==> config.mk <==
export PLATFORM = sky130hd
export DESIGN_NAME = rational_arithmetic_unit
export DESIGN_NICKNAME = d
export VERILOG_FILES = /design/src/rtl/rau_pkg.sv /design/src/rtl/rau_datapath.sv /design/src/rtl/rau_ctrl.sv /design/src/rtl/rational_arithmetic_unit.sv
export SDC_FILE = /design/constraint.sdc
export NUM_CORES = 2
export LEC_CHECK = 0
export BUFFER_PORTS_ARGS = -buffer_cell sky130_fd_sc_hd__buf_2
export CORE_UTILIZATION = 64
export CTS_CLUSTER_DIAMETER = 200
export CTS_CLUSTER_SIZE = 16
export DETAILED_ROUTE_END_ITERATION = 6
export MAX_ROUTING_LAYER = met4
export PLACE_DENSITY = 0.84
export REMOVE_ABC_BUFFERS = 1
export SLEW_MARGIN = 15
export SYNTH_ARGS = -nofsm -noshare
export SYNTH_HDL_FRONTEND = slang
export SYNTH_SLANG_ARGS = --single-unit
==> constraint.sdc <==
create_clock -name clk -period 14.1 [get_ports clk]
set_input_delay 0.705 -clock clk [delete_from_list [all_inputs] [get_ports clk]]
set_output_delay 0.705 -clock clk [all_outputs]
set_load 0.1 [all_outputs]
==> src/rtl/rau_pkg.sv <==
// ----------------------------------------------------------------------------
// Rational arithmetic unit package
// Widths, opcodes, status codes and controller/datapath command types.
// ----------------------------------------------------------------------------
package rau_pkg;

	localparam int unsigned FieldBitsDef = 32;
	localparam int unsigned InBits       = 32;
	localparam int unsigned MagBits      = 64;
	localparam int unsigned MulBits      = 32;

	typedef enum logic [1:0] {
		OP_ADD = 2'd0,
		OP_SUB = 2'd1,
		OP_MUL = 2'd2,
		OP_DIV = 2'd3
	} op_t;

	typedef enum logic [1:0] {
		ST_OK   = 2'd0,
		ST_DIV0 = 2'd1,
		ST_OVF  = 2'd2
	} status_t;

	typedef enum logic [3:0] {
		CMD_NONE,
		CMD_LOAD,
		CMD_MUL0,
		CMD_MUL1,
		CMD_MUL2,
		CMD_SUM,
		CMD_GCD_INIT,
		CMD_DIV_INIT,
		CMD_STEP,
		CMD_DIV_NUM_DONE,
		CMD_DIV_DEN_DONE,
		CMD_GCD_SWAP,
		CMD_FINISH
	} cmd_t;

	typedef struct packed {
		logic den_zero;
		logic num_zero;
		logic rem_zero;
		logic step_last;
	} dp_status_t;

endpackage

==> src/rtl/rau_datapath.sv <==
// ----------------------------------------------------------------------------
// Rational arithmetic datapath
// Operand decode, shared 32x32 multiplier, sum, serial restoring divider for
// gcd remainders and exact quotients, and result formatting.
// ----------------------------------------------------------------------------
module rau_datapath #(
	parameter int unsigned FIELD_BITS = rau_pkg::FieldBitsDef
) (
	input  logic                           clk,
	input  logic                           arst_n,
	input  rau_pkg::cmd_t                  cmd,
	input  logic [1:0]                     op,
	input  logic [rau_pkg::InBits-1:0]     a_num,
	input  logic [rau_pkg::InBits-1:0]     a_den,
	input  logic [rau_pkg::InBits-1:0]     b_num,
	input  logic [rau_pkg::InBits-1:0]     b_den,
	output rau_pkg::dp_status_t            stat,
	output logic [31:0]                    res_num,
	output logic [30:0]                    res_den,
	output logic [1:0]                     status
);

	localparam int unsigned M = rau_pkg::MagBits;
	localparam int unsigned W = rau_pkg::MulBits;
	localparam logic [M-1:0] Lim = M'(1) << (FIELD_BITS - 1);

	logic [W-1:0] ma_q, mb_q, mc_q, md_q;
	logic         sa_q, sb_q, sc_q, sd_q;
	logic [1:0]   op_q;
	logic [M-1:0] p0_q, p1_q;
	logic         s0_q, s1_q;
	logic [M-1:0] num_q, den_q;
	logic         nneg_q, dneg_q;
	logic [M-1:0] gy_q;
	logic [M-1:0] dividend_q, divisor_q, rem_q, quo_q;
	logic [5:0]   cnt_q;
	logic [M-1:0] mul_p;
	logic [M:0]   trial;
	logic [M-1:0] rem_sh;
	logic         neg_res;
	logic         ovf;
	logic [M-1:0] sum_mag;
	logic         sum_neg;
	logic         yneg;

	function automatic logic [W-1:0] mag32(input logic [W-1:0] v);
		mag32 = v[W-1] ? (~v + W'(1)) : v;
	endfunction

	assign mul_p = M'(ma_q) * M'(mb_q);

	assign rem_sh = {rem_q[M-2:0], dividend_q[M-1]};
	assign trial  = {1'b0, rem_sh} - {1'b0, divisor_q};

	always_comb begin
		yneg = (op_q == rau_pkg::OP_SUB) ? ~s1_q : s1_q;
		if (p1_q == '0)
			yneg = 1'b0;
		if (s0_q == yneg) begin
			sum_mag = p0_q + p1_q;
			sum_neg = s0_q;
		end else if (p0_q >= p1_q) begin
			sum_mag = p0_q - p1_q;
			sum_neg = s0_q;
		end else begin
			sum_mag = p1_q - p0_q;
			sum_neg = yneg;
		end
		if (sum_mag == '0)
			sum_neg = 1'b0;
	end

	assign neg_res = (num_q != '0) && (nneg_q != dneg_q);
	assign ovf = (den_q > Lim - M'(1)) || (neg_res ? (num_q > Lim) : (num_q > Lim - M'(1)));

	assign stat.den_zero  = (den_q == '0);
	assign stat.num_zero  = (num_q == '0);
	assign stat.rem_zero  = (rem_q == '0);
	assign stat.step_last = (cnt_q == 6'd0);

	always_ff @(posedge clk) begin
		unique case (cmd)
			rau_pkg::CMD_LOAD: begin
				op_q <= op;
				sa_q <= a_num[W-1]; sb_q <= a_den[W-1];
				sc_q <= b_num[W-1]; sd_q <= b_den[W-1];
				ma_q <= mag32(a_num); mb_q <= mag32(a_den);
				mc_q <= mag32(b_num); md_q <= mag32(b_den);
			end
			rau_pkg::CMD_MUL0: begin
				// set up a_num*b_den (or a_num*b_num for multiply) in the mag slots
				if (op_q == rau_pkg::OP_MUL) begin
					ma_q <= ma_q; mb_q <= mc_q; mc_q <= mb_q;
					sb_q <= sc_q; sc_q <= sb_q;
				end else begin
					mb_q <= md_q; md_q <= mb_q;
					sb_q <= sd_q; sd_q <= sb_q;
				end
			end
			rau_pkg::CMD_MUL1: begin
				p0_q <= mul_p;
				s0_q <= (mul_p != '0) && (sa_q != sb_q);
				// next: c * d  (b_num*a_den for add/sub, a_den*b_den for mul,
				// a_den*b_num for div); keep b_den (b_num for mul) in the c slot
				ma_q <= mc_q; mb_q <= md_q; mc_q <= mb_q;
				sa_q <= sc_q; sb_q <= sd_q; sc_q <= sb_q;
			end
			rau_pkg::CMD_MUL2: begin
				p1_q <= mul_p;
				s1_q <= (mul_p != '0) && (sa_q != sb_q);
				// den for add/sub: a_den*b_den
				ma_q <= mb_q; mb_q <= mc_q;
				sa_q <= sb_q; sb_q <= sc_q;
			end
			rau_pkg::CMD_SUM: begin
				if (op_q == rau_pkg::OP_ADD || op_q == rau_pkg::OP_SUB) begin
					num_q  <= sum_mag;
					nneg_q <= sum_neg;
					den_q  <= mul_p;
					dneg_q <= (mul_p != '0) && (sa_q != sb_q);
				end else begin
					num_q  <= p0_q;
					nneg_q <= s0_q;
					den_q  <= p1_q;
					dneg_q <= s1_q;
				end
			end
			rau_pkg::CMD_GCD_INIT: begin
				gy_q <= den_q;
				dividend_q <= num_q;
				divisor_q  <= den_q;
				rem_q <= '0;
				quo_q <= '0;
				cnt_q <= 6'(M - 1);
			end
			rau_pkg::CMD_GCD_SWAP: begin
				gy_q <= rem_q;
				dividend_q <= gy_q;
				divisor_q  <= rem_q;
				rem_q <= '0;
				quo_q <= '0;
				cnt_q <= 6'(M - 1);
			end
			rau_pkg::CMD_STEP: begin
				dividend_q <= {dividend_q[M-2:0], 1'b0};
				if (!trial[M]) begin
					rem_q <= trial[M-1:0];
					quo_q <= {quo_q[M-2:0], 1'b1};
				end else begin
					rem_q <= rem_sh;
					quo_q <= {quo_q[M-2:0], 1'b0};
				end
				cnt_q <= cnt_q - 6'd1;
			end
			rau_pkg::CMD_DIV_INIT: begin
				// gy_q holds the gcd; divide numerator first
				dividend_q <= num_q;
				divisor_q  <= gy_q;
				rem_q <= '0;
				quo_q <= '0;
				cnt_q <= 6'(M - 1);
			end
			rau_pkg::CMD_DIV_NUM_DONE: begin
				num_q <= quo_q;
				dividend_q <= den_q;
				rem_q <= '0;
				quo_q <= '0;
				cnt_q <= 6'(M - 1);
			end
			rau_pkg::CMD_DIV_DEN_DONE: begin
				den_q <= quo_q;
			end
			default: begin
			end
		endcase
	end

	always_ff @(posedge clk or negedge arst_n) begin
		if (!arst_n) begin
			res_num <= '0;
			res_den <= '0;
			status  <= rau_pkg::ST_OK;
		end else if (cmd == rau_pkg::CMD_FINISH) begin
			res_num <= '0;
			res_den <= '0;
			if (den_q == '0) begin
				status <= rau_pkg::ST_DIV0;
			end else if (ovf) begin
				status <= rau_pkg::ST_OVF;
			end else begin
				status  <= rau_pkg::ST_OK;
				res_num <= neg_res ? (32'd0 - num_q[31:0]) : num_q[31:0];
				res_den <= den_q[30:0];
			end
		end
	end

endmodule

==> src/rtl/rau_ctrl.sv <==
// ----------------------------------------------------------------------------
// Rational arithmetic controller
// Sequences products, gcd iterations, exact divisions and result hand-off.
// ----------------------------------------------------------------------------
module rau_ctrl (
	input  logic                  clk,
	input  logic                  arst_n,
	input  logic                  in_fire,
	input  logic                  out_fire,
	input  rau_pkg::dp_status_t   stat,
	output rau_pkg::cmd_t         cmd,
	output logic                  busy,
	output logic                  out_valid
);

	typedef enum logic [3:0] {
		S_IDLE, S_M0, S_M1, S_M2, S_SUM, S_CHK, S_GSTEP, S_GNEXT,
		S_DNUM, S_NDONE, S_DDEN, S_DDONE, S_FIN, S_OUT
	} state_t;

	state_t state_q;

	assign busy      = (state_q != S_IDLE);
	assign out_valid = (state_q == S_OUT);

	always_comb begin
		cmd = rau_pkg::CMD_NONE;
		unique case (state_q)
			S_IDLE:  cmd = in_fire ? rau_pkg::CMD_LOAD : rau_pkg::CMD_NONE;
			S_M0:    cmd = rau_pkg::CMD_MUL0;
			S_M1:    cmd = rau_pkg::CMD_MUL1;
			S_M2:    cmd = rau_pkg::CMD_MUL2;
			S_SUM:   cmd = rau_pkg::CMD_SUM;
			S_CHK:   cmd = (stat.den_zero || stat.num_zero) ? rau_pkg::CMD_FINISH
				: rau_pkg::CMD_GCD_INIT;
			S_GSTEP: cmd = rau_pkg::CMD_STEP;
			S_GNEXT: cmd = stat.rem_zero ? rau_pkg::CMD_DIV_INIT : rau_pkg::CMD_GCD_SWAP;
			S_DNUM:  cmd = rau_pkg::CMD_STEP;
			S_NDONE: cmd = rau_pkg::CMD_DIV_NUM_DONE;
			S_DDEN:  cmd = rau_pkg::CMD_STEP;
			S_DDONE: cmd = rau_pkg::CMD_DIV_DEN_DONE;
			S_FIN:   cmd = rau_pkg::CMD_FINISH;
			S_OUT:   cmd = rau_pkg::CMD_NONE;
			default: cmd = rau_pkg::CMD_NONE;
		endcase
	end

	always_ff @(posedge clk or negedge arst_n) begin
		if (!arst_n) begin
			state_q <= S_IDLE;
		end else begin
			unique case (state_q)
				S_IDLE:  if (in_fire) state_q <= S_M0;
				S_M0:    state_q <= S_M1;
				S_M1:    state_q <= S_M2;
				S_M2:    state_q <= S_SUM;
				S_SUM:   state_q <= S_CHK;
				S_CHK:   state_q <= (stat.den_zero || stat.num_zero) ? S_OUT : S_GSTEP;
				S_GSTEP: if (stat.step_last) state_q <= S_GNEXT;
				S_GNEXT: state_q <= stat.rem_zero ? S_DNUM : S_GSTEP;
				S_DNUM:  if (stat.step_last) state_q <= S_NDONE;
				S_NDONE: state_q <= S_DDEN;
				S_DDEN:  if (stat.step_last) state_q <= S_DDONE;
				S_DDONE: state_q <= S_FIN;
				S_FIN:   state_q <= S_OUT;
				S_OUT:   if (out_fire) state_q <= S_IDLE;
				default: state_q <= S_IDLE;
			endcase
		end
	end

endmodule

==> src/rtl/rational_arithmetic_unit.sv <==
// For a zero numerator or zero denominator the products, sum and check lead
// straight to the result; otherwise Euclidean remainder steps find the gcd and
// two exact divisions by it follow. One transaction is handled at a time; the
// serial 64-bit restoring divider produces one quotient bit per cycle, and
// s_tready returns in the cycle after the result is taken.
// Reset: arst_n clears the controller and the output register asynchronously.
// ----------------------------------------------------------------------------
// Rational arithmetic unit
// Adds, subtracts, multiplies or divides two fractions and reduces by gcd.
// ----------------------------------------------------------------------------
module rational_arithmetic_unit #(
	parameter int unsigned FIELD_BITS = rau_pkg::FieldBitsDef
) (
	input  logic         clk,
	input  logic         arst_n,
	input  logic         s_tvalid,
	output logic         s_tready,
	input  logic [135:0] s_tdata,  // op[1:0], a_num, a_den, b_num, b_den, zero pad
	output logic         m_tvalid,
	input  logic         m_tready,
	output logic [71:0]  m_tdata   // res_num[31:0], res_den[62:32], status[64:63], pad
);

	rau_pkg::cmd_t       cmd;
	rau_pkg::dp_status_t stat;
	logic                busy;
	logic [31:0]         res_num;
	logic [30:0]         res_den;
	logic [1:0]          status;
	logic                in_fire;
	logic                out_fire;

	assign s_tready = !busy;
	assign in_fire  = s_tvalid && s_tready;
	assign out_fire = m_tvalid && m_tready;
	assign m_tdata  = {7'd0, status, res_den, res_num};

	rau_ctrl u_ctrl (
		.clk       (clk),
		.arst_n    (arst_n),
		.in_fire   (in_fire),
		.out_fire  (out_fire),
		.stat      (stat),
		.cmd       (cmd),
		.busy      (busy),
		.out_valid (m_tvalid)
	);

	rau_datapath #(.FIELD_BITS(FIELD_BITS)) u_dp (
		.clk     (clk),
		.arst_n  (arst_n),
		.cmd     (cmd),
		.op      (s_tdata[1:0]),
		.a_num   (s_tdata[33:2]),
		.a_den   (s_tdata[65:34]),
		.b_num   (s_tdata[97:66]),
		.b_den   (s_tdata[129:98]),
		.stat    (stat),
		.res_num (res_num),
		.res_den (res_den),
		.status  (status)
	);

endmodule

# ---- Yosys cells after proc, flatten, opt, wreduce, memory -nomap -nowiden
# Index checks and enable logic that the tools add are counted.
dict set report op_classes {
  bitwise 5
  n_mux 59
  n_eq_ne 37
  add_sub_neg 10
  mul 1
  reduce_logical 35
  n_lt_le_gt_ge 4
}
# operator n
set op_table {}
lappend op_table {{64-bit one-hot mux with 2 select lines} 5}
lappend op_table {{64-bit zero test} 5}
lappend op_table {{32-bit two-way mux} 10}
lappend op_table {{64-bit two-way mux} 5}
lappend op_table {{64-bit one-hot mux with 4 select lines} 1}
lappend op_table {{32-bit one-hot mux with 3 select lines} 2}
lappend op_table {{64-bit one-hot mux with 3 select lines} 1}
lappend op_table {{32-bit by 1-bit adder with 32-bit output, second input constant} 4}
lappend op_table {{64-bit by 31-bit greater-than comparator with 1-bit output, second input constant} 2}
lappend op_table {{32-bit inverter} 4}
lappend op_table {{32-bit one-hot mux with 4 select lines} 1}
lappend op_table {{64-bit nonzero test} 2}
lappend op_table {{64-bit subtractor} 2}
lappend op_table {{64-bit by 64-bit subtractor with 65-bit output} 1}
lappend op_table {{64-bit adder} 1}
lappend op_table {{64-bit greater-or-equal comparator} 1}
lappend op_table {{64-bit by 32-bit greater-than comparator with 1-bit output, second input constant} 1}
lappend op_table {{32-bit by 32-bit multiplier with 64-bit output} 1}
lappend op_table {{32-bit one-hot mux with 2 select lines} 1}
lappend op_table {{31-bit two-way mux} 2}
lappend op_table {{4-bit one-hot mux with 14 select lines} 1}
lappend op_table {{4-bit equality test, second input constant} 11}
lappend op_table {{4-bit one-hot mux with 11 select lines} 1}
lappend op_table {{4-bit two-way mux} 9}
lappend op_table {{32 further kinds} 77}
dict set report totals {
  input_bits 140
  word_cells 178
  regBits 789
  output_inout_bits 74
}

# ---- Depth between registers and ports, before layout
dict set report depth {
  ltp_word 8
  ltp_mapped 34
  depth_no_buf 32
}

# ---- Cells and area by module
# Synthesis repeated with hierarchy kept, for this count alone.
dict set report unflattened {
  cells_unflattened 9450
  hier_area_um2 86888.3
}
# mod instances area_per_inst_um2 seq_area_each_um2 cells_each
set modules_own_cells {}
lappend modules_own_cells {rau_datapath 1 86354.1 23247.3 9378}
lappend modules_own_cells {rau_ctrl 1 461.7 100.1 61}
lappend modules_own_cells {rational_arithmetic_unit 1 72.6 0.0 11}

# ---- Worst setup path before layout
# OpenSTA, ideal clock, no wires.
dict set report synth_timing {
  kind {register to register}
  startpoint {reg u_ctrl.state_q[0]}
  endpoint {reg u_dp.cnt_q[0] (enable)}
  path_slack_ns 2.841
  setup_time_ns 0.812
  synth_period_minus_slack_ns 11.259
  t_required_ns 13.288
  arrival_ns 10.446
  path_buffers 3
  path_stages_with_launch 5
  cell_sequence {dfrtp_1 > clkbuf_1 > clkbuf_1 > buf_1 > o21ai_0}
}
dict set report synth_via {
  elab_chain_len 8
  word_cells_on_any_way 26
  cone_classes {eq/ne (17); mux (2); reduce/logical (7)}
}
# element line
set synth_rtl {}
lappend synth_rtl {{start: declaration} rau_ctrl.sv:21} ;# state_t state_q;
lappend synth_rtl {{start signal: assignment} rau_ctrl.sv:58} ;# S_CHK: state_q <= (stat.den_zero || stat.num_zero) ? S_OUT : S_GSTEP;
lappend synth_rtl {{start signal: assignment} rau_ctrl.sv:60} ;# S_GNEXT: state_q <= stat.rem_zero ? S_DNUM : S_GSTEP;
lappend synth_rtl {{4-bit nonzero test} rau_ctrl.sv:23} ;# assign busy = (state_q != S_IDLE);
lappend synth_rtl {{1-bit zero test} rational_arithmetic_unit.sv:33} ;# assign s_tready = !busy;
lappend synth_rtl {{1-bit logical AND} rational_arithmetic_unit.sv:34} ;# assign in_fire = s_tvalid && s_tready;
lappend synth_rtl {{1-bit two-way mux} rau_ctrl.sv:29} ;# S_IDLE: cmd = in_fire ? rau_pkg::CMD_LOAD : rau_pkg::CMD_NONE;
lappend synth_rtl {{4-bit one-hot mux with 11 select lines *} rau_ctrl.sv:28} ;# unique case (state_q)
lappend synth_rtl {{4-bit by 3-bit equality test with 1-bit output or 4-bit equality test (tied branches)} rau_datapath.sv:82} ;# unique case (cmd)
lappend synth_rtl {{4-bit OR reduction (no source line)} --}
lappend synth_rtl {{2-bit nonzero test (no source line) *} --}
lappend synth_rtl {{end signal: assignment} rau_datapath.sv:134} ;# cnt_q <= 6'(M - 1);
lappend synth_rtl {{end signal: assignment} rau_datapath.sv:142} ;# cnt_q <= 6'(M - 1);
lappend synth_rtl {{end signal: assignment} rau_datapath.sv:153} ;# cnt_q <= cnt_q - 6'd1;
lappend synth_rtl {{end: declaration} rau_datapath.sv:36} ;# logic [5:0] cnt_q;
# Every way passes the cells marked *; elsewhere a longest branch is shown, timed or not.
# A chain may end at the register's enable or synchronous reset.

# ---- Worst setup path after layout
dict set report layout_timing {
  startpoint {reg u_dp.mb_q[12]}
  endpoint {reg u_dp.den_q[58], data pin}
}
dict set report layout_via {
  elab_chain_len 3
}
# element line
set layout_rtl {}
lappend layout_rtl {{start: declaration} rau_datapath.sv:27} ;# logic [W-1:0] ma_q, mb_q, mc_q, md_q;
lappend layout_rtl {{start signal: assignment} rau_datapath.sv:87} ;# ma_q <= mag32(a_num); mb_q <= mag32(a_den);
lappend layout_rtl {{start signal: assignment} rau_datapath.sv:93} ;# ma_q <= ma_q; mb_q <= mc_q; mc_q <= mb_q;
lappend layout_rtl {{start signal: assignment} rau_datapath.sv:96} ;# mb_q <= md_q; md_q <= mb_q;
lappend layout_rtl {{32-bit by 32-bit multiplier with 64-bit output} rau_datapath.sv:50} ;# assign mul_p = M'(ma_q) * M'(mb_q);
lappend layout_rtl {{named net u_dp.mul_p[58]} rau_datapath.sv:37} ;# logic [M-1:0] mul_p;
lappend layout_rtl {{64-bit two-way mux} rau_datapath.sv:116} ;# if (op_q == rau_pkg::OP_ADD || op_q == rau_pkg::OP_SUB) begin
lappend layout_rtl {{64-bit one-hot mux with 2 select lines} rau_datapath.sv:82}
lappend layout_rtl {{end signal: assignment} rau_datapath.sv:119} ;# den_q <= mul_p;
lappend layout_rtl {{end signal: assignment} rau_datapath.sv:124} ;# den_q <= p1_q;
lappend layout_rtl {{end signal: assignment} rau_datapath.sv:171} ;# den_q <= quo_q;
lappend layout_rtl {{end: declaration} rau_datapath.sv:32} ;# logic [M-1:0] num_q, den_q;
# The timed path passes the listed nets, and every way through them passes these cells.

==> flow_summary_export.csv <==
group,metric,value,unit
status,status,"complete, but fails checks",
status,violations,"DRC",
timing,relSlewSlack,4.153,%
timing,finalHoldViolCount,0,
critical_path,start_kind,"register",
min_path,hold_start,"s_tdata[0]",
clock_tree,postCtsResizedCells,0,
clock_tree,cts_tree,"yes",
logic_synthesis,ys_top_cells_by_count,"inv_1, nand2_1, fa_1",
timing,tightest_slew,1.427,ns
logic_synthesis,ys.flop_type,"edfxtp_1",
critical_path,cpMostUsedCell,"fa_1",
floorplan,coreArea,133300,sq um
logic_synthesis,synth_top_area_share,25.17,%
logic_synthesis,syn_inst,9268,
clock_tree,clk_latency,0.73,ns
critical_path,slowest_delay,1.11,ns
route,drt_iter0_markers,10330,
floorplan,ios,214,
floorplan,start_util,64.44,%
critical_path,crit_path_end_kind,"register",
critical_path,ff2ff_path_depth,28,
critical_path,slowest_stage,"xnor2_1",
floorplan,fp-row-count,134,
clock_tree,h-tree-depth,2,
timing,post-route-period-util,77.43,%
global_routing,grt_overflow,0,
placement,place_congestion,1.103,
job,maxCapViolCount,0,
logic_synthesis,synthTopCellsByArea,"edfxtp_1, fa_1, ha_1",
critical_path,r2r-end,"u_dp.den_q[58]",
timing,rsz0062_at_grt,"no",
logic_synthesis,post-synth-top-count-cell,"inv_1",
critical_path,cp_data_arrival_time,11.47,ns
timing,slew_violations,0,
logic_synthesis,yosys_warnings,0,
critical_path,endpoint,"u_dp.den_q[58]",
route,num_vias,73590,
logic_synthesis,yosys_register_bits,789,
layout,layout-drive-gt1-share,6.266,%
route,wl_per_cell,28.26,um
logic_synthesis,yosysSeqAreaShare,27.18,%
timing,fin_tns_setup,0,ns
timing,max_freq,0.09160,GHz
timing,setup_violations,0,
route,routed_wl,309900,um
clock_tree,cts_inserted_buffers,56,
floorplan,fp.dieH,368.3,um
global_routing,grt_pass1_wl,460500,um
placement,hpwl,241100,um
clock_tree,path_clk_slew,0.09,ns
critical_path,startpoint,"u_dp.mb_q[12]",
critical_path,critPathRequiredTime,14.65,ns
route,dr.pass1.iters,7,
global_routing,first_global_vias,73240,
route,drtAntennaViolNets,0,
logic_synthesis,ys_types,98,
critical_path,rr_startpoint,"u_dp.mb_q[12]",
route,drcViolationCount,1,
critical_path,worstSetupPathType,"reg -> reg",
logic_synthesis,async_reset_ff_share,8.745,%
critical_path,cp_max_fo,25,
clock_tree,cts.sinks,789,
logic_synthesis,synth_edf_count,720,
logic_synthesis,avgSynthCellArea,9.267,sq um
clock_tree,clockBufferDepth,3,
global_routing,grt_max_degree,98,
timing,fin_crit,10.92,ns
global_routing,grtUsageTotal,46.85,%
route,viasPerCell,6.710,
global_routing,antenna_found_initial,14,
floorplan,die_area,135700,sq um
min_path,min-delay-path-class,"in -> reg",
timing,clock-skew-final,0.06475,ns
layout,area_delta_synth_final,4.736,%
logic_synthesis,syn_area,85890,sq um
floorplan,die_x,368.3,um
placement,port_buffers,200,
logic_synthesis,yosysTopAreaCell,"edfxtp_1",
layout,nNetsFinal,10700,
clock_tree,cts_root_buffer,"clkbuf_16",
critical_path,r2r_setup_slack,3.18,ns
-- flip-flops by register name, indices dropped and copies added (netlist names), 2 cells and up --
| signal | cells |
|---|---|
| u_ctrl.state_q | 4 |
| u_dp.op_q | 2 |
| u_dp.p0_q | 64 |
| u_dp.cnt_q | 6 |
| u_dp.dividend_q | 64 |
| u_dp.res_den | 31 |
| u_dp.quo_q | 64 |
| u_dp.num_q | 64 |
| u_dp.divisor_q | 64 |
| u_dp.mc_q | 32 |
| u_dp.p1_q | 64 |
| u_dp.mb_q | 32 |
| u_dp.md_q | 32 |
| u_dp.ma_q | 32 |
| u_dp.den_q | 64 |
| u_dp.rem_q | 64 |
| u_dp.status | 2 |
| u_dp.res_num | 32 |
| u_dp.gy_q | 64 |
-- cells in the final DEF (no fill, tap or decap), drive strengths merged, types with 117 or more instances in the layout --
master  synthesis  layout
nor2          523     523
buf            85     350
and2          665     665
fa            900     900
nand2        1018    1018
a21o          129     129
xor2          164     164
ha            524     524
xnor2         165     165
edfxtp        720     720
mux2i         117     117
inv          1188    1189
o21ai         446     446
a21oi         613     613
-- area by class of cell --
| cell class | count | area [sq um] |
|---|---|---|
| Multi-Input combinational cell | 6745 | 56080 |
| Fill cell | 10150 | 43340 |
| Sequential cell | 789 | 23350 |
| Inverter | 1194 | 4484 |
| Tap cell | 1768 | 2212 |
| Timing Repair Buffer | 351 | 2140 |
| Clock buffer | 91 | 1533 |
| Clock inverter | 7 | 105.1 |
| Antenna cell | 23 | 57.56 |
-- worst max-delay path, delay by kind of cell, from the launching register on --
family	cells	cell delay, ns
multiplexers	1	0.37
AND/OR/NAND/NOR	3	0.70
buffers and inverters	5	0.70
XOR/XNOR	1	1.11
AO/OA/AOI/OAI	9	2.78
adder cells (fa/ha/maj)	9	4.35
flip-flops	1	0.69
-- kinds of logic after synthesis --
group                      count (synthesis)  synth area share (%)
buffers and inverters                   1740                 7.791
AOI/OAI and AO/OA                       1954                 14.58
DFF                                      789                 27.18
other                                      1              0.004366
xor gates and xnor gates                 329                 3.355
adders and majority gates               1424                 28.61
muxes                                    186                 2.273
and+or+nand+nor                         2845                 16.21
-- timing repair --
action / CTS / global route
endpoints found under the hold margin: 28 / 0
buffers inserted: 0 / 0
hold buffers: 1 / 0
-- worst min-delay path by stage --
| stage | end | cells past startpoint |
|---|---|---|
| finish | u_dp.op_q[0] | 1 |
| global route | u_dp.op_q[0] | 1 |
| CTS | u_dp.op_q[0] | 1 |
| detailed placement | u_dp.status[0] | 2 |
| global placement | u_dp.status[0] | 2 |
| floorplan | u_ctrl.state_q[0] | 0 |
-- metal layers --
layer | up-vias | global-route usage (%) | share of wire, %
met2 | 5252 | 68.36 | 44
met3 | 1054 | 12.60 | 13
met1 | 36240 | 60.66 | 37
met5 | - | - | 0
li1 | 31050 | - | -
met4 | 0 | 22.46 | 6.1
-- per-stage QoR --
step           worst slack, ns  util (%)  std cells  area [sq um]  hold WS, ns
3_5_place_dp             3.427     66.20      10850         88230       0.4854
4_1_cts                  3.397     67.43      10950         89880       0.1368
5_1_grt                  2.891     67.47      10960         89930       0.1606
3_3_place_gp             3.595     66.20      10850         88230       0.4714
2_1_floorplan            2.730         -       8728         83700       0.4094
6_report                 3.183     67.49      10970         89950       0.1606
Power is left out: the tool's default activity adds up to more than one toggle a clock period on the data nets, which glitch-free logic cannot reach.
